## src/rtl/core/dtp_pkg.sv

```systemverilog
// Package for the decimal token parser.
// Result status codes, character codes and the result record.
// No dependencies.
package dtp_pkg;

    localparam int MANT_W = 64;
    localparam int FRAC_W = 5;

    typedef enum logic [1:0] {
        ST_VALID   = 2'd0,
        ST_INVALID = 2'd1,
        ST_QUIT    = 2'd2
    } t_status;

    localparam logic [7:0] CH_ZERO  = 8'h30;
    localparam logic [7:0] CH_NINE  = 8'h39;
    localparam logic [7:0] CH_PLUS  = 8'h2B;
    localparam logic [7:0] CH_MINUS = 8'h2D;
    localparam logic [7:0] CH_POINT = 8'h2E;
    localparam logic [7:0] CH_Q     = 8'h71;

    typedef struct packed {
        t_status             status;
        logic                negative;
        logic [MANT_W-1:0]   mantissa;
        logic [FRAC_W-1:0]   frac_digits;
    } t_result;

endpackage

```

## src/rtl/core/dtp_scan.sv

```systemverilog
// Per-character token state and token verdict for the decimal token parser.
// Updates the token state on each accepted character; depends on dtp_pkg.
module dtp_scan #(
    parameter int MAX_LEN = 19
) (
    input  logic             i_clk,
    input  logic             i_rst_n,
    input  logic             i_take,
    input  logic [7:0]       i_ch,
    input  logic             i_last_char,
    input  logic             i_quit_enabled,
    output dtp_pkg::t_result o_result
);
    import dtp_pkg::*;

    localparam int POS_W = $clog2(MAX_LEN + 1);

    logic [POS_W-1:0]  r_pos,   n_pos;
    logic              r_minus, n_minus;
    logic              r_point, n_point;
    logic              r_err,   n_err;
    logic              r_q,     n_q;
    logic [MANT_W-1:0] r_val,   n_val;
    logic [FRAC_W-1:0] r_icnt,  n_icnt;
    logic [FRAC_W-1:0] r_fcnt,  n_fcnt;

    logic              first;
    logic              is_digit;
    logic [FRAC_W:0]   digit_sum;

    always_comb begin
        first    = (r_pos == '0);
        is_digit = i_ch inside {[CH_ZERO:CH_NINE]};
        n_pos    = r_pos;
        n_minus  = r_minus;
        n_point  = r_point;
        n_err    = r_err;
        n_q      = r_q;
        n_val    = r_val;
        n_icnt   = r_icnt;
        n_fcnt   = r_fcnt;
        if (r_pos >= POS_W'(MAX_LEN)) begin
            n_err = 1'b1;
        end else begin
            if (is_digit) begin
                // x*10 + d as two shifts and adds
                n_val = {r_val[MANT_W-4:0], 3'b000} + {r_val[MANT_W-2:0], 1'b0}
                      + {{(MANT_W-4){1'b0}}, i_ch[3:0]};
                if (r_point) begin
                    n_fcnt = r_fcnt + 1'b1;
                end else begin
                    n_icnt = r_icnt + 1'b1;
                end
            end else if (first && (i_ch == CH_MINUS || i_ch == CH_PLUS)) begin
                if (i_ch == CH_MINUS) begin
                    n_minus = 1'b1;
                end
            end else if (!first && i_ch == CH_POINT) begin
                if (r_point) begin
                    n_err = 1'b1;
                end
                n_point = 1'b1;
            end else begin
                n_err = 1'b1;
            end
            if (first && i_ch == CH_Q) begin
                n_q = 1'b1;
            end
            n_pos = r_pos + 1'b1;
        end
    end

    always_comb begin
        digit_sum            = {1'b0, n_icnt} + {1'b0, n_fcnt};
        o_result.status      = ST_VALID;
        o_result.negative    = n_minus;
        o_result.mantissa    = n_val;
        o_result.frac_digits = n_fcnt;
        if (i_quit_enabled && n_q && n_pos == POS_W'(1)) begin
            o_result.status = ST_QUIT;
        end else if (n_err || digit_sum == '0) begin
            o_result.status = ST_INVALID;
        end
        if (o_result.status != ST_VALID) begin
            o_result.negative    = 1'b0;
            o_result.mantissa    = '0;
            o_result.frac_digits = '0;
        end
    end

    always_ff @(posedge i_clk) begin
        if (!i_rst_n || (i_take && i_last_char)) begin
            r_pos   <= '0;
            r_minus <= 1'b0;
            r_point <= 1'b0;
            r_err   <= 1'b0;
            r_q     <= 1'b0;
            r_val   <= '0;
            r_icnt  <= '0;
            r_fcnt  <= '0;
        end else if (i_take) begin
            r_pos   <= n_pos;
            r_minus <= n_minus;
            r_point <= n_point;
            r_err   <= n_err;
            r_q     <= n_q;
            r_val   <= n_val;
            r_icnt  <= n_icnt;
            r_fcnt  <= n_fcnt;
        end
    end

endmodule

```

## src/rtl/core/decimal_token_parser_top.sv

```systemverilog
// Top level of the decimal token parser: quit-enable register and result register.
// Instantiates dtp_scan; depends on dtp_pkg.
//
//  channel | valid      | stall       | payload
//  --------+------------+-------------+------------------------------------------------
//  in      | i_in_valid | o_in_stall  | i_ch, i_last_char
//  out     | o_out_valid| i_out_stall | o_status, o_negative, o_mantissa,
//          |            |             | o_fraction_digits
//  cfg     | i_cfg_we   | -           | i_cfg_wdata (quit enable)
//
// One character per cycle unless the last stalls; verdict valid in the cycle after it.
// The digit accumulate (x*10 + d, shift-add) sets the combinational path.
// Reset is synchronous; it clears token state, quit enable and output valid.
// Characters other than the last are taken while a result is held; a last
// character stalls only while the held result is stalled.
module decimal_token_parser_top #(
    parameter int MAX_LEN = 19
) (
    input  logic                       i_clk,
    input  logic                       i_rst_n,
    input  logic                       i_in_valid,
    output logic                       o_in_stall,
    input  logic [7:0]                 i_ch,
    input  logic                       i_last_char,
    output logic                       o_out_valid,
    input  logic                       i_out_stall,
    output logic [1:0]                 o_status,
    output logic                       o_negative,
    output logic [dtp_pkg::MANT_W-1:0] o_mantissa,
    output logic [dtp_pkg::FRAC_W-1:0] o_fraction_digits,
    input  logic                       i_cfg_we,
    input  logic                       i_cfg_wdata
);
    import dtp_pkg::*;

    logic    r_quit_en;
    logic    r_out_valid, n_out_valid;
    t_result r_out;
    t_result scan_res;
    logic    take;
    logic    take_last;

    assign o_in_stall = r_out_valid && i_out_stall && i_last_char;
    assign take       = i_in_valid && !o_in_stall;
    assign take_last  = take && i_last_char;

    dtp_scan #(
        .MAX_LEN (MAX_LEN)
    ) u_scan (
        .i_clk          (i_clk),
        .i_rst_n        (i_rst_n),
        .i_take         (take),
        .i_ch           (i_ch),
        .i_last_char    (i_last_char),
        .i_quit_enabled (r_quit_en),
        .o_result       (scan_res)
    );

    always_comb begin
        n_out_valid = r_out_valid;
        if (take_last) begin
            n_out_valid = 1'b1;
        end else if (!i_out_stall) begin
            n_out_valid = 1'b0;
        end
    end

    always_ff @(posedge i_clk) begin
        if (!i_rst_n) begin
            r_quit_en   <= 1'b0;
            r_out_valid <= 1'b0;
        end else begin
            if (i_cfg_we) begin
                r_quit_en <= i_cfg_wdata;
            end
            r_out_valid <= n_out_valid;
        end
    end

    always_ff @(posedge i_clk) begin
        if (take_last) begin
            r_out <= scan_res;
        end
    end

    assign o_out_valid       = r_out_valid;
    assign o_status          = r_out.status;
    assign o_negative        = r_out.negative;
    assign o_mantissa        = r_out.mantissa;
    assign o_fraction_digits = r_out.frac_digits;

    a_non_number_zero: assert property (@(posedge i_clk) disable iff (!i_rst_n)
        (o_out_valid && o_status != ST_VALID) |->
            (o_mantissa == '0 && !o_negative && o_fraction_digits == '0))
        else $error("non-number result carries payload");

    a_stall_cause: assert property (@(posedge i_clk) disable iff (!i_rst_n)
        o_in_stall |-> (o_out_valid && i_out_stall))
        else $error("input stalled without a held result");

    a_last_gives_result: assert property (@(posedge i_clk) disable iff (!i_rst_n)
        take_last |=> o_out_valid)
        else $error("last character gave no result");

    a_mid_no_result: assert property (@(posedge i_clk) disable iff (!i_rst_n)
        (take && !i_last_char && !o_out_valid) |=> !o_out_valid)
        else $error("result without last character");

endmodule

```

## config.mk

```make
export PLATFORM = sky130hd
export DESIGN_NAME = decimal_token_parser_top
export DESIGN_NICKNAME = d
export VERILOG_FILES = /design/src/rtl/core/dtp_pkg.sv /design/src/rtl/core/dtp_scan.sv /design/src/rtl/core/decimal_token_parser_top.sv
export SDC_FILE = /design/constraint.sdc
export NUM_CORES = 1
export LEC_CHECK = 0
export BUFFER_PORTS_ARGS = -buffer_cell sky130_fd_sc_hd__buf_2
export CAP_MARGIN = 10
export CORE_ASPECT_RATIO = 1.2
export CORE_UTILIZATION = 40
export DETAILED_ROUTE_END_ITERATION = 7
export HOLD_SLACK_MARGIN = 0.06
export PLACE_DENSITY = 0.57
export SETUP_SLACK_MARGIN = 0.02
export SLEW_MARGIN = 30
export SYNTH_ARGS = -nofsm -noshare
export SYNTH_HDL_FRONTEND = slang
export SYNTH_HIERARCHICAL = 1
export SYNTH_SLANG_ARGS = --single-unit
```

## constraint.sdc

```tcl
create_clock -name i_clk -period 4.6 [get_ports i_clk]
set_input_delay 0.46 -clock i_clk [delete_from_list [all_inputs] [get_ports i_clk]]
set_output_delay 0.46 -clock i_clk [all_outputs]
set_load 0.02 [all_outputs]
```

* Word-level counts from Yosys, hierarchy flattened
Index checks and enable logic that the tools add are counted.
** Storage, ports and cells
- Register bits after elaboration :: 157
- Word-level logic and storage cells :: 76
** Operators by class
- Bitwise operators :: 3
- Add/subtract/negate cells :: 6
- Equal/unequal tests :: 6
- Magnitude comparators :: 3
- Reductions and logical operators :: 20
- Mux-type cells :: 24
** Operators with widths (count)
- $mux W64 :: 2
- $add A64 B4 Y64 :: 1
- $add A64 B64 Y64 :: 1
- $mux W5 :: 7
- $eq A8 B6 Y1 const B :: 3
- $add A5 B1 Y5 const B :: 3
- $mux W1 :: 14
- $logic_and A1 B1 Y1 :: 10
- $eq A8 B7 Y1 const B :: 1
- $ge A8 B6 Y1 const B :: 1
- $le A8 B6 Y1 const B :: 1
- $add A5 B5 Y6 :: 1
- $logic_not A6 Y1 :: 1
- $eq A5 B1 Y1 const B :: 1
- $ge A5 B5 Y1 const B :: 1
- $logic_not A5 Y1 :: 1
- $reduce_and A5 Y1 :: 1
- $logic_not A1 Y1 :: 3
- $logic_or A1 B1 Y1 :: 3
- $not A1 Y1 :: 3
- $mux W2 :: 1
- $ne A2 B1 Y1 const B :: 1
- $reduce_bool A2 Y1 :: 1

* Longest topological paths before layout
Gate-level depths: netlist (run 1).
- Word-level depth :: 11
- Depth in mapped cells :: 21

* Cells and area by module
The synthesis (run 1) kept the hierarchy.
** By module, submodules not included
- dtp_scan :: times used 1, cells each 1237, sequential area each 1661.6 sq um, area each 8740.9 sq um
- decimal_token_parser_top :: times used 1, cells each 82, sequential area each 2202.1 sq um, area each 2258.4 sq um

* Worst setup path before layout (run 1)
No wires, ideal clock.
- Kind :: input -> register
- Start point :: input i_last_char
- End point :: register r_out, in the netlist o_fraction_digits[0], enable pin
- Path buffers :: 0
- Required time :: 4074 ps
- Path slack :: 61 ps
- Cell stages on the path :: 2
- Data arrival time :: 4014 ps
- Cell sequence :: nand2_1 a21oi_1
** Between the ends
- Word-level cells in the longest chain between the ends :: 4
** Ends and longest elaborated chain
- start, declared :: RTL line decimal_token_parser_top.sv:24 : input logic i_last_char,
- $logic_and A1 B1 Y1 :: RTL line decimal_token_parser_top.sv:43 : assign o_in_stall = r_out_valid && i_out_stall && i_last_char;
- $logic_not A1 Y1 :: RTL line decimal_token_parser_top.sv:44 : assign take = i_in_valid && !o_in_stall;
- $logic_and A1 B1 Y1 :: RTL line decimal_token_parser_top.sv:44
- $logic_and A1 B1 Y1 * :: RTL line decimal_token_parser_top.sv:45 : assign take_last = take && i_last_char;
- end signal, assigned :: RTL line decimal_token_parser_top.sv:82 : r_out <= scan_res;
- end, declared :: RTL line decimal_token_parser_top.sv:38 : t_result r_out;
Every way passes the cells marked *; elsewhere a longest branch is shown, timed or not.
A chain may end at the register's enable or synchronous reset.

* Final worst setup path (run 1)
- Start point :: register u_scan.r_pos[1]
- End point :: register r_out, in the netlist o_mantissa[31] (data pin)
** RTL lines
- start, declared :: RTL line dtp_scan.sv:18 : logic [POS_W-1:0] r_pos, n_pos;
- start signal, assigned :: RTL line dtp_scan.sv:102 : r_pos <= n_pos;
- $ge A5 B5 Y1 :: RTL line dtp_scan.sv:42 : if (r_pos >= POS_W'(MAX_LEN)) begin
- $mux W5 :: RTL line dtp_scan.sv:42
- net u_scan.n_icnt[0] :: RTL line dtp_scan.sv:24 : logic [FRAC_W-1:0] r_icnt, n_icnt;
- $add A5 B5 Y6 :: RTL line dtp_scan.sv:74 : digit_sum = {1'b0, n_icnt} + {1'b0, n_fcnt};
- $logic_not A6 Y1 :: RTL line dtp_scan.sv:81 : end else if (n_err || digit_sum == '0) begin
- $logic_or A1 B1 Y1 :: RTL line dtp_scan.sv:81
- $mux W1 :: RTL line dtp_scan.sv:81
- $mux W2 :: RTL line dtp_scan.sv:79 : if (i_quit_enabled && n_q && n_pos == POS_W'(1)) begin
- $reduce_bool A2 Y1 :: RTL line dtp_scan.sv:84 : if (o_result.status != ST_VALID) begin
The timed path passes the listed nets, and every way through them passes these cells.

==> metrics.md, run 1 <==
| Metric | Value |
|---|---|
| Horizontal die dimension | `153 microns` |
| Total inserted antenna cells | `0` |
| Post-DP HPWL | `22.2 mm` |
| Setup crit end kind | `flip-flop` |
| Initial core utilization | `40.6%` |
| Worst slew margin relative to its limit | `44.4%` |
| Total GRT Usage | `22.0%` |
| Layout Cells excl Fill | `1,741` |
| Relative contribution of the clock network to total power | `approximately 44%` |
| Pre-antenna DRT Iters | `5` |
| Avg Cell Area, Syn | `8.34 sq um` |
| Ordered cell list for the critical path | `ha_1 > o21ai_1 > buf_4 > nand4_1 > nor2_1 > buf_4 > xor2_1 > ha_1 > inv_1 > fa_1 > mux2i_1 > nor2_1 > or3_1 > or2_2 > buf_4 > buf_4 > a211oi_1` |
| Critical path fanouts, max | `17` |
| Synthesized net count | `1,468` |
| Instance count on the critical path | `17` |
| Worst hold path class | `primary input to flip-flop` |
| Total routed wirelength | `around 30 mm` |
| Reported max-cap violation count | `0` |
| Proportion of register bits with asynchronous set or reset after synthesis | `0%` |
| Final number of hold-violating endpoints | `0` |
| Synthesized cell area | `approximately 11,000 sq um` |
| Part of the cycle the worst path needs | `between 80% and 90%` |
| Sequential area share after synthesis | `35.1%` |
| Actual slew at the worst max-slew pin | `between 0.8 and 0.9 ns` |
| Area used by multi-input combinational logic | `6810 sq um` |
| Commonest cells after routing, fill and taps aside | `nand2_1 (226), a21oi_1 (166), ha_1 (131)` |
| Overall power of the completed layout | `3.11 mW` |
| Hold Slack | `roughly 0.3 ns` |
| Final worst path period need | `4.13 ns` |
| Vias per cell | `5.63` |
| Clock Path Buffers | `2` |
| Global-route wire length before repair | `49.1 mm` |
| Buffer count from post-CTS setup fixing | `0` |
| Core Rows | `66` |
| Worst setup skew after layout | `around 0.016 ns` |
| Clock net sink count | `~160` |
| Setup_tns | `0 ns` |
| Simple-gate share of the synthesized area | `about 20%` |
| Switch share | `between 20% and 30%` |
| Number of antenna violations at the first check in global routing | `0` |
| Cell variety after synth | `61` |
| Hold path cells | `3` |
| Leakage Power | `5.24 nW` |
| Most frequent standard cell in the layout excluding fill and tap cells | `nand2_1` |
| Flop pwr share | `48.3%` |
| Most used flip-flop cell after synthesis | `dfxtp_1` |
| Internal portion of total power | `2.32 mW` |
| Vert. Die Dim | `184 microns` |
| Area growth, synth to finish | `13.0%` |
| Share of cell area taken by muxes after synthesis | `less than 1%` |
| Root cell of the clock tree | `clkbuf_16` |
| Clock latency at the later pin of the worst-skew pair | `0.44 ns` |
| Length in cells of the worst reg-to-reg path | `17` |
| Residual overflow from global routing | `0` |
| Placed cell count | `1,709` |
| Post-CTS resize count | `0` |
| Post-synthesis compound-gate area fraction | `20.4%` |
| Final weighted congestion in routability-driven placement | `0.885` |
| CP Launch Type | `flip-flop` |
| Unrepaired setup endpoints after global routing | `false` |
| Critical path start-end classification | `flip-flop to flip-flop` |
| Combinational family with the most area after synthesis | `compound AO/OA/AOI/OAI gates` |
| Clock transition time at the flip-flop clock pins of the worst setup and hold paths | `0.06 ns` |
| Sequential cell area | `between 3000 and 4000 sq um` |
| Number of port buffers | `88` |
| Power Density | `roughly 250 nW/um^2` |
| TritonCTS clock tree | `done` |
| DRC errors left | `0` |
| Filler cell count in the final layout | `roughly 2,700` |
| # hold bufs at CTS | `0` |
| Count of pins over their slew limit | `0` |
| Worst supply voltage drop on vdd | `0.236 mV` |
| Net switching power | `0.797 mW` |
| Top cell by count, worst path | `buf_4` |
| Arr. time, crit path | `4.37 ns` |
| Total CTS buffers | `17` |
| Top Ports | `a little under 90` |
| Combinational cell fraction of total power | `7.4%` |
| Worst path buffer plus inverter count | `5` |
| Cell family with the largest share of critical-path delay | `simple AND/OR/NAND/NOR gates` |
| Total number of vias | `9,805` |
| Largest net degree at the start of global routing | `70` |
| Critical path data required time | `between 4 and 5 ns` |
| Critical-path top delay cell | `fa_1` |
| Number of global-route vias before repair | `9,684` |
| Number of enable-type register cells in the synthesized netlist | `72` |
| Core area | `27,100 sq um` |
| Synthesized instance count | `1,319` |
| Iteration-0 DRC Markers | `528` |
| Result of the run | `finished, final reports clean` |
| Layout cell share with drive strength beyond 1 | `11.6%` |
| Count of synthesis-stage warnings from yosys | `6` |
| Layout net count | `1,537` |
| Number of levels the H-tree was split into | `4` |
| Delay contributed by the slowest stage of the critical path | `0.38 ns` |
| Count of nets left with antenna violations after detail routing | `0` |
| Post-synthesis share of cell area spent on xor and xnor gates | `5.73%` |
| Routed length per placed instance | `17.3 microns` |
| Peak Freq | `around 240 MHz` |
| Setup-violating endpoint count in the final report | `0` |
| Number of storage elements in the synthesis netlist | `157` |
| Adder and majority gate portion of the synthesized area | `15.4%` |
| Full die area | `28,200 sq um` |
-- through the flow --
| step | instance area, sq um | worst slack (ns) | utilization, % |
|---|---|---|---|
| floorplan | 11000 | 0.0606 | - |
| global placement | 11800 | 0.422 | 43.7 |
| detailed placement | 11900 | 0.366 | 43.8 |
| CTS | 12400 | 0.480 | 45.9 |
| global route | 12400 | 0.231 | 45.9 |
| finish | 12400 | 0.465 | 45.9 |
-- cells in the mapped netlist, drive strengths merged (11+ instances only) --
library cell / count / area (sq um)
o21ai: 82 / 410
nand4: 26 / 163
nor2b: 12 / 77.6
edfxtp: 72 / 2160
a21oi: 167 / 836
dfxtp: 85 / 1700
nand3: 32 / 160
nor2: 115 / 432
a21o: 40 / 300
buf: 11 / 50.0
clkbuf: 57 / 215
nand2: 228 / 856
o21bai: 15 / 113
xnor2: 37 / 324
ha: 131 / 1640
a211oi: 21 / 158
inv: 22 / 82.6
nor3: 15 / 75.1
xor2: 35 / 307
-- final cells by class --
class | instances | area share, %
clock buffers | 19 | 3.56
clock inverters | 13 | 0.926
inverters | 22 | 0.664
multi-input cells | 1072 | 54.8
flip-flops and latches | 157 | 31.1
well taps | 340 | 3.42
repair buffers | 118 | 5.52
-- tightest hold or removal path: cells and delay by family --
kind / cells / cell delay, ns
buf+inv: 1 / 0.07
mux: 1 / 0.06
simple gates: 1 / 0.10
-- layer usage --
layer / up-vias / share of wire [%] / global-route usage (%)
li1: 4885 / - / -
met1: 4669 / 44 / 26.3
met2: 195 / 49 / 38.3
met3: 56 / 3.0 / 3.58
met4: 0 / 4.1 / 11.2
met5: - / 0 / 0
-- final timing paths --
path / end / start / slack [ns]
min reg2reg: u_scan/r_err / u_scan/r_err / 0.44
max: o_mantissa[31] / u_scan/r_pos[1] / 0.47
min: r_quit_en / i_cfg_wdata / 0.30
max reg2reg: o_mantissa[31] / u_scan/r_pos[1] / 0.47
-- power groups by stage --
| stage | sequential (mW) | clock, mW | combinational [mW] |
|---|---|---|---|
| after floorplan | 1.57 | 0 | 0.117 |
| after global placement | 1.54 | 0 | 0.227 |
| after detailed placement | 1.54 | 0 | 0.232 |
| after CTS | 1.50 | 1.42 | 0.233 |
| after global routing | 1.51 | 1.47 | 0.254 |
| final | 1.50 | 1.38 | 0.230 |
-- logic make-up (layout without fill, tap and decap cells) --
kind of cell / count (synthesis) / after routing
fa+ha+maj: 134 / 134
compound gates: 378 / 378
mux: 7 / 7
buf+inv: 90 / 172
simple gates: 481 / 481
flops: 157 / 157
xor+xnor: 72 / 72
-- sequential cells by signal, indices dropped and copies added (netlist names) --
signal / count
o_status: 2
u_scan/r_q: 1
u_scan/r_icnt: 5
u_scan/r_err: 1
o_fraction_digits: 5
u_scan/r_minus: 1
u_scan/r_val: 64
o_mantissa: 64
u_scan/r_point: 1
u_scan/r_pos: 5
o_out_valid: 1
u_scan/r_fcnt: 5
r_quit_en: 1
o_negative: 1
No activity file was read; power rests on OpenSTA's default activity.
==> run 2: changes to the inputs <==
--- a/config.mk
+++ b/config.mk
@@ -10,6 +10,6 @@
 export CORE_ASPECT_RATIO = 1.2
-export CORE_UTILIZATION = 40
+export CORE_UTILIZATION = 55
 export DETAILED_ROUTE_END_ITERATION = 7
 export HOLD_SLACK_MARGIN = 0.06
-export PLACE_DENSITY = 0.57
+export PLACE_DENSITY = 0.75
 export SETUP_SLACK_MARGIN = 0.02
--- a/constraint.sdc
+++ b/constraint.sdc
@@ -3,2 +3,2 @@
 set_output_delay 0.46 -clock i_clk [all_outputs]
-set_load 0.02 [all_outputs]
+set_load 0.05 [all_outputs]
==> metrics.md, run 2 (same netlist as run 1, synthesis figures left out) <==
| Metric | Value |
|---|---|
| Result of the run | `finished, final reports clean (unchanged)` |
| Count of pins over their slew limit | `0 (unchanged)` |
| Register-to-register path setup slack | `0.37 ns (was 0.47 ns)` |
| Worst slew margin relative to its limit | `37.9% (was 44.4%)` |
| Critical-path top delay cell | `mux2i_1 (was fa_1)` |
| Horizontal die dimension | `131 microns (was 153 microns)` |
| Residual overflow from global routing | `0 (unchanged)` |
| Part of the cycle the worst path needs | `92.0% (was 89.9%)` |
| Worst path buffer plus inverter count | `2 (was 5)` |
| Total GRT Usage | `30.5% (was 22.0%)` |
| Relative contribution of the clock network to total power | `44.2% (was 44.3%)` |
| Total number of vias | `10,000 (was 9,805)` |
| Vert. Die Dim | `157 microns (was 184 microns)` |
| CP Launch Type | `flip-flop (unchanged)` |
| Top Ports | `89 (unchanged)` |
| Placed cell areas | `11,700 sq um (was 11,900 sq um)` |
| Power Density | `261 nW/um^2 (was 251 nW/um^2)` |
| Most frequent standard cell in the layout excluding fill and tap cells | `nand2_1 (unchanged)` |
| # hold bufs at CTS | `0 (unchanged)` |
| Initial core utilization | `56.3% (was 40.6%)` |
| Largest net degree at the start of global routing | `70 (unchanged)` |
| Commonest cells after routing, fill and taps aside | `nand2_1 (227), a21oi_1 (166), ha_1 (131) (was nand2_1 (226), a21oi_1 (166), ha_1 (131))` |
| Hold path startpoint | `i_cfg_wdata (unchanged)` |
| Worst supply voltage drop on vdd | `0.228 mV (was 0.236 mV)` |
| Core Rows | `56 (was 66)` |
| Total inserted antenna cells | `0 (unchanged)` |
| Vias per cell | `6.05 (was 5.63)` |
| TritonCTS clock tree | `done (unchanged)` |
| Leakage Power | `5.20 nW (was 5.24 nW)` |
| Number of antenna violations at the first check in global routing | `0 (unchanged)` |
| Ordered cell list for the critical path | `ha_1 > o21ai_1 > and3b_2 > and2_1 > mux2i_1 > inv_1 > ha_1 > a211oi_1 > mux2i_1 > nor2_1 > or3_1 > or2_2 > inv_1 > nand2_1 > o21ai_0 (was ha_1 > o21ai_1 > buf_4 > nand4_1 > nor2_1 > buf_4 > xor2_1 > ha_1 > inv_1 > fa_1 > mux2i_1 > nor2_1 > or3_1 > or2_2 > buf_4 > buf_4 > a211oi_1)` |
| Hold path cells | `3 (unchanged)` |
| Peak Freq | `236 MHz (was 242 MHz)` |
| Sequential cell area | `3860 sq um (unchanged)` |
| Length in cells of the worst reg-to-reg path | `15 (was 17)` |
| Internal portion of total power | `2.37 mW (was 2.32 mW)` |
| Pre-antenna DRT Iters | `6 (was 5)` |
| Count of nets left with antenna violations after detail routing | `0 (unchanged)` |
| Met3 Use GR | `4.96% (was 3.58%)` |
| Post-CTS resize count | `0 (unchanged)` |
| DRC errors left | `0 (unchanged)` |
| Worst setup skew after layout | `0.0116 ns (was 0.0164 ns)` |
| Number of global-route vias before repair | `9,785 (was 9,684)` |
| Layout cell share with drive strength beyond 1 | `10.9% (was 11.6%)` |
| Flop pwr share | `47.0% (was 48.3%)` |
| Actual slew at the worst max-slew pin | `0.930 ns (was 0.828 ns)` |
| Global route hottest layer | `met2 (unchanged)` |
| Clock Path Buffers | `2 (unchanged)` |
| Worst hold path class | `primary input to flip-flop (unchanged)` |
| Filler cell count in the final layout | `1,699 (was 2,748)` |
| Number of port buffers | `88 (unchanged)` |
| Total routed wirelength | `30.1 mm (was 30.0 mm)` |
| Combinational cell fraction of total power | `8.9% (was 7.4%)` |
| Area used by multi-input combinational logic | `6820 sq um (was 6810 sq um)` |
| Routing usage on met2 | `54.5% (was 38.3%)` |
| Area growth, synth to finish | `11.6% (was 13.0%)` |
| Cell family with the largest share of critical-path delay | `simple AND/OR/NAND/NOR gates (unchanged)` |
| Core area | `19,500 sq um (was 27,100 sq um)` |
| Final Cell Area | `12,300 sq um (was 12,400 sq um)` |
| Setup_tns | `0 ns (unchanged)` |
| Clock transition time at the flip-flop clock pins of the worst setup and hold paths | `0.07 ns (was 0.06 ns)` |
| Critical path fanouts, max | `8 (was 17)` |
| Setup crit end kind | `flip-flop (unchanged)` |
| Number of levels the H-tree was split into | `4 (unchanged)` |
| Full die area | `20,600 sq um (was 28,200 sq um)` |
| Root cell of the clock tree | `clkbuf_16 (unchanged)` |
| Final number of hold-violating endpoints | `0 (unchanged)` |
| Delay contributed by the slowest stage of the critical path | `0.45 ns (was 0.38 ns)` |
| Critical path data required time | `4.85 ns (was 4.84 ns)` |
| Critical path start-end classification | `flip-flop to flip-flop (unchanged)` |
| Unrepaired setup endpoints after global routing | `false (unchanged)` |
| Final weighted congestion in routability-driven placement | `0.901 (was 0.885)` |
| Clock net sink count | `157 (unchanged)` |
| Global-route wire length before repair | `48.5 mm (was 49.1 mm)` |
| Worst reg2reg endpoint | `o_mantissa[46] (was o_mantissa[31])` |
| Arr. time, crit path | `4.48 ns (was 4.37 ns)` |
| Final worst path period need | `4.23 ns (was 4.13 ns)` |
| Layout net count | `1,528 (was 1,537)` |
| Total CTS buffers | `17 (unchanged)` |
| Destination of the worst hold path | `r_quit_en (unchanged)` |
| Routed length per placed instance | `18.2 microns (was 17.3 microns)` |
| Iteration-0 DRC Markers | `785 (was 528)` |
| Worst reg2reg path startpoint | `u_scan/r_pos[0] (was u_scan/r_pos[1])` |
| Net switching power | `0.833 mW (was 0.797 mW)` |
| Post-DP HPWL | `21.9 mm (was 22.2 mm)` |
| Setup-violating endpoint count in the final report | `0 (unchanged)` |
| Clock latency at the later pin of the worst-skew pair | `0.43 ns (was 0.44 ns)` |
| Buffer count from post-CTS setup fixing | `0 (unchanged)` |
| Switch share | `26.0% (was 25.6%)` |
| Reported max-cap violation count | `0 (unchanged)` |
| Met1 GRT Util | `35.0% (was 26.3%)` |
-- run 2: changes by cell type in the layout (fill, tap and decap cells not counted) --
cell,delta
buf_16,-1
buf_4,-8
nand2_1,+1
clkinv_4,+1
bufinv_16,+1
clkinv_2,-2
a211oi_2,+1
nand2_2,-1
inv_8,+1
inv_6,-2
a211oi_1,-1
clkinv_1,+1
-- run 2: worst max-delay path by stage --
stage               startpoint                    to  slack [ns]  cells after the start
3_3_place_gp           i_ch[3]        o_mantissa[56]        0.39                     15
2_1_floorplan      i_last_char  o_fraction_digits[0]        0.06                      2
3_5_place_dp           i_ch[3]        o_mantissa[56]        0.33                     15
5_1_grt        u_scan/r_pos[2]        o_mantissa[46]        0.04                     16
4_1_cts        u_scan/r_pos[0]        o_mantissa[46]        0.37                     15
6_report       u_scan/r_pos[0]        o_mantissa[46]        0.37                     15
-- run 2: worst register-to-register path: stages (launching register included) --
cell      delay, ns
dfxtp_1        0.34
ha_1           0.25
o21ai_1        0.43
and3b_2        0.28
and2_1         0.34
mux2i_1        0.46
inv_1          0.09
ha_1           0.29
a211oi_1       0.06
mux2i_1        0.14
nor2_1         0.07
or3_1          0.36
or2_2          0.36
inv_1          0.09
nand2_1        0.19
o21ai_0        0.31
-- run 2: final cells by class --
type	count	share of cell area, %
clock inverters	13	1.15
inverters	22	0.673
clock buffers	19	3.61
flip-flops and latches	157	31.5
multi-input cells	1072	55.5
well taps	261	2.66
repair buffers	109	4.87
-- run 2: layer usage --
metal	routed length, microns	part of all wire [%]
met5	0	0
met4	1220	4.1
met3	1550	5.2
met2	15300	51
met1	12100	40
-- run 2: power groups by stage --
stage	Combinational (mW)	Clock [mW]	Sequential, mW
after floorplan	0.117	0	1.62
after global routing	0.303	1.49	1.51
after CTS	0.283	1.44	1.51
after global placement	0.276	0	1.54
after detailed placement	0.281	0	1.54
final	0.284	1.42	1.51
-- run 2: through the flow --
| step | setup slack, ns | util [%] | power (mW) | hold WS, ns | cells |
|---|---|---|---|---|---|
| 5_1_grt | 0.0430 | 62.8 | 3.30 | 0.292 | 1653 |
| 3_5_place_dp | 0.329 | 59.8 | 1.82 | 0.451 | 1621 |
| 3_3_place_gp | 0.394 | 59.8 | 1.81 | 0.431 | 1621 |
| 4_1_cts | 0.373 | 62.7 | 3.23 | 0.277 | 1653 |
| 2_1_floorplan | 0.0606 | - | 1.73 | 0.421 | 1319 |
| 6_report | 0.367 | 62.8 | 3.20 | 0.288 | 1653 |
==> run 3: changes to the inputs <==
Settings changed: BUFFER_PORTS_ARGS -buffer_cell sky130_fd_sc_hd__buf_2 to -buffer_cell sky130_fd_sc_hd__clkbuf_2.
==> metrics.md, run 3 (same netlist as run 1, synthesis figures left out) <==
| Metric | Value |
|---|---|
| Most frequent standard cell in the layout excluding fill and tap cells | `nand2_1 (unchanged)` |
| Leakage Power | `5.20 nW (about the same)` |
| Post-DP HPWL | `21.6 mm (was 21.9 mm)` |
| Total CTS buffers | `17 (unchanged)` |
| # hold bufs at CTS | `0 (unchanged)` |
| Global-route wire length before repair | `47.7 mm (was 48.5 mm)` |
| Final worst path period need | `4.26 ns (was 4.23 ns)` |
| Layout cell share with drive strength beyond 1 | `11.1% (was 10.9%)` |
| Routed length per placed instance | `17.9 microns (was 18.2 microns)` |
| Total routed wirelength | `29.5 mm (was 30.1 mm)` |
| Number of antenna violations at the first check in global routing | `0 (unchanged)` |
| Destination of the worst hold path | `r_quit_en (unchanged)` |
| Actual slew at the worst max-slew pin | `0.862 ns (was 0.930 ns)` |
| Length in cells of the worst reg-to-reg path | `14 (was 15)` |
| Setup-violating endpoint count in the final report | `0 (unchanged)` |
| Post-CTS resize count | `0 (unchanged)` |
| Setup crit end kind | `flip-flop (unchanged)` |
| Area growth, synth to finish | `11.1% (was 11.6%)` |
| Setup slack at placement | `0.282 ns (was 0.329 ns)` |
| Result of the run | `finished, final reports clean (unchanged)` |
| Power Density | `254 nW/um^2 (was 261 nW/um^2)` |
| Register-to-register path setup slack | `0.34 ns (was 0.37 ns)` |
| Initial core utilization | `56.3% (unchanged)` |
| Worst hold path class | `primary input to flip-flop (unchanged)` |
| Vert. Die Dim | `157 microns (unchanged)` |
| Ordered cell list for the critical path | `inv_1 > fa_1 > inv_1 > fa_1 > a21o_1 > a21o_1 > o21ai_0 > a21oi_1 > a211oi_1 > o41a_1 > nor2_1 > a41o_1 > xnor2_1 > o21ai_0 (was ha_1 > o21ai_1 > and3b_2 > and2_1 > mux2i_1 > inv_1 > ha_1 > a211oi_1 > mux2i_1 > nor2_1 > or3_1 > or2_2 > inv_1 > nand2_1 > o21ai_0)` |
| Cell family with the largest share of critical-path delay | `compound AO/OA/AOI/OAI gates (was simple AND/OR/NAND/NOR gates)` |
| Count of nets left with antenna violations after detail routing | `0 (unchanged)` |
| Count of pins over their slew limit | `0 (unchanged)` |
| Worst slew margin relative to its limit | `42.4% (was 37.9%)` |
| DRC errors left | `0 (unchanged)` |
| Arr. time, crit path | `4.42 ns (was 4.48 ns)` |
| Worst setup skew after layout | `0.00890 ns (was 0.0116 ns)` |
| Setup_tns | `0 ns (unchanged)` |
| Vias per cell | `6.05 (about the same)` |
| Worst reg2reg endpoint | `o_mantissa[60] (was o_mantissa[46])` |
| Critical path start-end classification | `flip-flop to flip-flop (unchanged)` |
| Core Rows | `56 (unchanged)` |
| Core area | `19,500 sq um (unchanged)` |
| Critical-path top delay cell | `fa_1 (was mux2i_1)` |
| Pre-antenna DRT Iters | `5 (was 6)` |
| Reported max-cap violation count | `0 (unchanged)` |
| Layout net count | `1,528 (unchanged)` |
| Total GRT Usage | `30.0% (was 30.5%)` |
| Total inserted antenna cells | `0 (unchanged)` |
| Clock transition time at the flip-flop clock pins of the worst setup and hold paths | `0.07 ns (about the same)` |
| Number of port buffers | `88 (unchanged)` |
| Critical path data required time | `4.77 ns (was 4.85 ns)` |
| Full die area | `20,600 sq um (unchanged)` |
| Worst path buffer plus inverter count | `2 (unchanged)` |
| Worst supply voltage drop on vdd | `0.236 mV (was 0.228 mV)` |
| Number of levels the H-tree was split into | `4 (unchanged)` |
| Total number of vias | `9,998 (was 10,000)` |
| Clock latency at the later pin of the worst-skew pair | `0.44 ns (was 0.43 ns)` |
| Unrepaired setup endpoints after global routing | `false (unchanged)` |
| Clock net sink count | `157 (unchanged)` |
| Startpoint of the worst setup timing path | `u_scan/r_val[0] (was u_scan/r_pos[0])` |
| Hold path cells | `3 (unchanged)` |
| Final weighted congestion in routability-driven placement | `0.905 (was 0.901)` |
| Hold Slack | `0.288 ns (about the same)` |
| Root cell of the clock tree | `clkbuf_16 (unchanged)` |
| Buffer count from post-CTS setup fixing | `0 (unchanged)` |
| Final worst-path setup slack | `0.342 ns (was 0.367 ns)` |
| Residual overflow from global routing | `0 (unchanged)` |
| Critical path fanouts, max | `6 (was 8)` |
| Clock Path Buffers | `2 (unchanged)` |
| Number of global-route vias before repair | `9,712 (was 9,785)` |
| Commonest cells after routing, fill and taps aside | `nand2_1 (227), a21oi_1 (166), ha_1 (131) (unchanged)` |
| CP Launch Type | `flip-flop (unchanged)` |
| Peak Freq | `235 MHz (was 236 MHz)` |
| Delay contributed by the slowest stage of the critical path | `0.52 ns (was 0.45 ns)` |
| Final number of hold-violating endpoints | `0 (unchanged)` |
| Largest net degree at the start of global routing | `70 (unchanged)` |
| Part of the cycle the worst path needs | `92.6% (was 92.0%)` |
| TritonCTS clock tree | `done (unchanged)` |
| Iteration-0 DRC Markers | `726 (was 785)` |
| Hold path startpoint | `i_cfg_wdata (unchanged)` |
| Top Ports | `89 (unchanged)` |
| Worst reg2reg path startpoint | `u_scan/r_val[0] (was u_scan/r_pos[0])` |
| Horizontal die dimension | `131 microns (unchanged)` |
## run 3: cell count changes in the layout (fill, tap and decap cells not counted), sizes merged
cell	previous run	this run
bufinv	2	0
clkbuf	19	105
buf	109	21
inv	24	28
## run 3: worst max-delay path by stage
stage | cells after the start | slack (ns) | end
2_1_floorplan | 2 | 0.06 | o_fraction_digits[0]
3_3_place_gp | 15 | 0.38 | o_mantissa[56]
6_report | 14 | 0.34 | o_mantissa[60]
5_1_grt | 14 | 0.03 | o_mantissa[60]
4_1_cts | 15 | 0.40 | o_mantissa[37]
3_5_place_dp | 15 | 0.28 | o_mantissa[60]
## run 3: layout make-up
class	count	area (sq um)
Clock buffer	17	425
Clock inverter	15	111
Fill cell	1687	7330
Inverter	22	82.6
Multi-Input combinational cell	1072	6810
Sequential cell	157	3860
Tap cell	261	327
Timing Repair Buffer	109	598
## run 3: report_power, final
part           internal (mW)  total, mW  leakage, nW  switching, mW
Combinational         0.0664      0.280         3.57          0.213
Clock                  0.696       1.32        0.259          0.623
Sequential              1.49       1.51         1.37         0.0192
## run 3: through the flow
step / cells / area (sq um) / power [mW] / util, %
after global placement: 1621 / 11700 / 1.81 / 59.8
final: 1653 / 12200 / 3.11 / 62.5
after detailed placement: 1621 / 11700 / 1.82 / 59.8
after CTS: 1653 / 12200 / 3.12 / 62.5
after floorplan: 1319 / 11000 / 1.73 / -
after global routing: 1653 / 12200 / 3.20 / 62.5
## run 3: routing by layer
layer / up-vias / global-route usage [%] / share of wire [%]
met5: - / 0 / 0
met3: 88 / 3.94 / 4.2
met4: 0 / 15.5 / 4.2
met2: 299 / 54.2 / 51
li1: 4876 / - / -
met1: 4735 / 34.1 / 41
## run 3: worst register-to-register path: cells and delay by family (launching register included)
family | cells | cell delay [ns]
compound gates | 8 | 2.16
xor+xnor | 1 | 0.20
fa+ha+maj | 2 | 0.97
buf+inv | 2 | 0.16
flops | 1 | 0.38
simple gates | 1 | 0.11
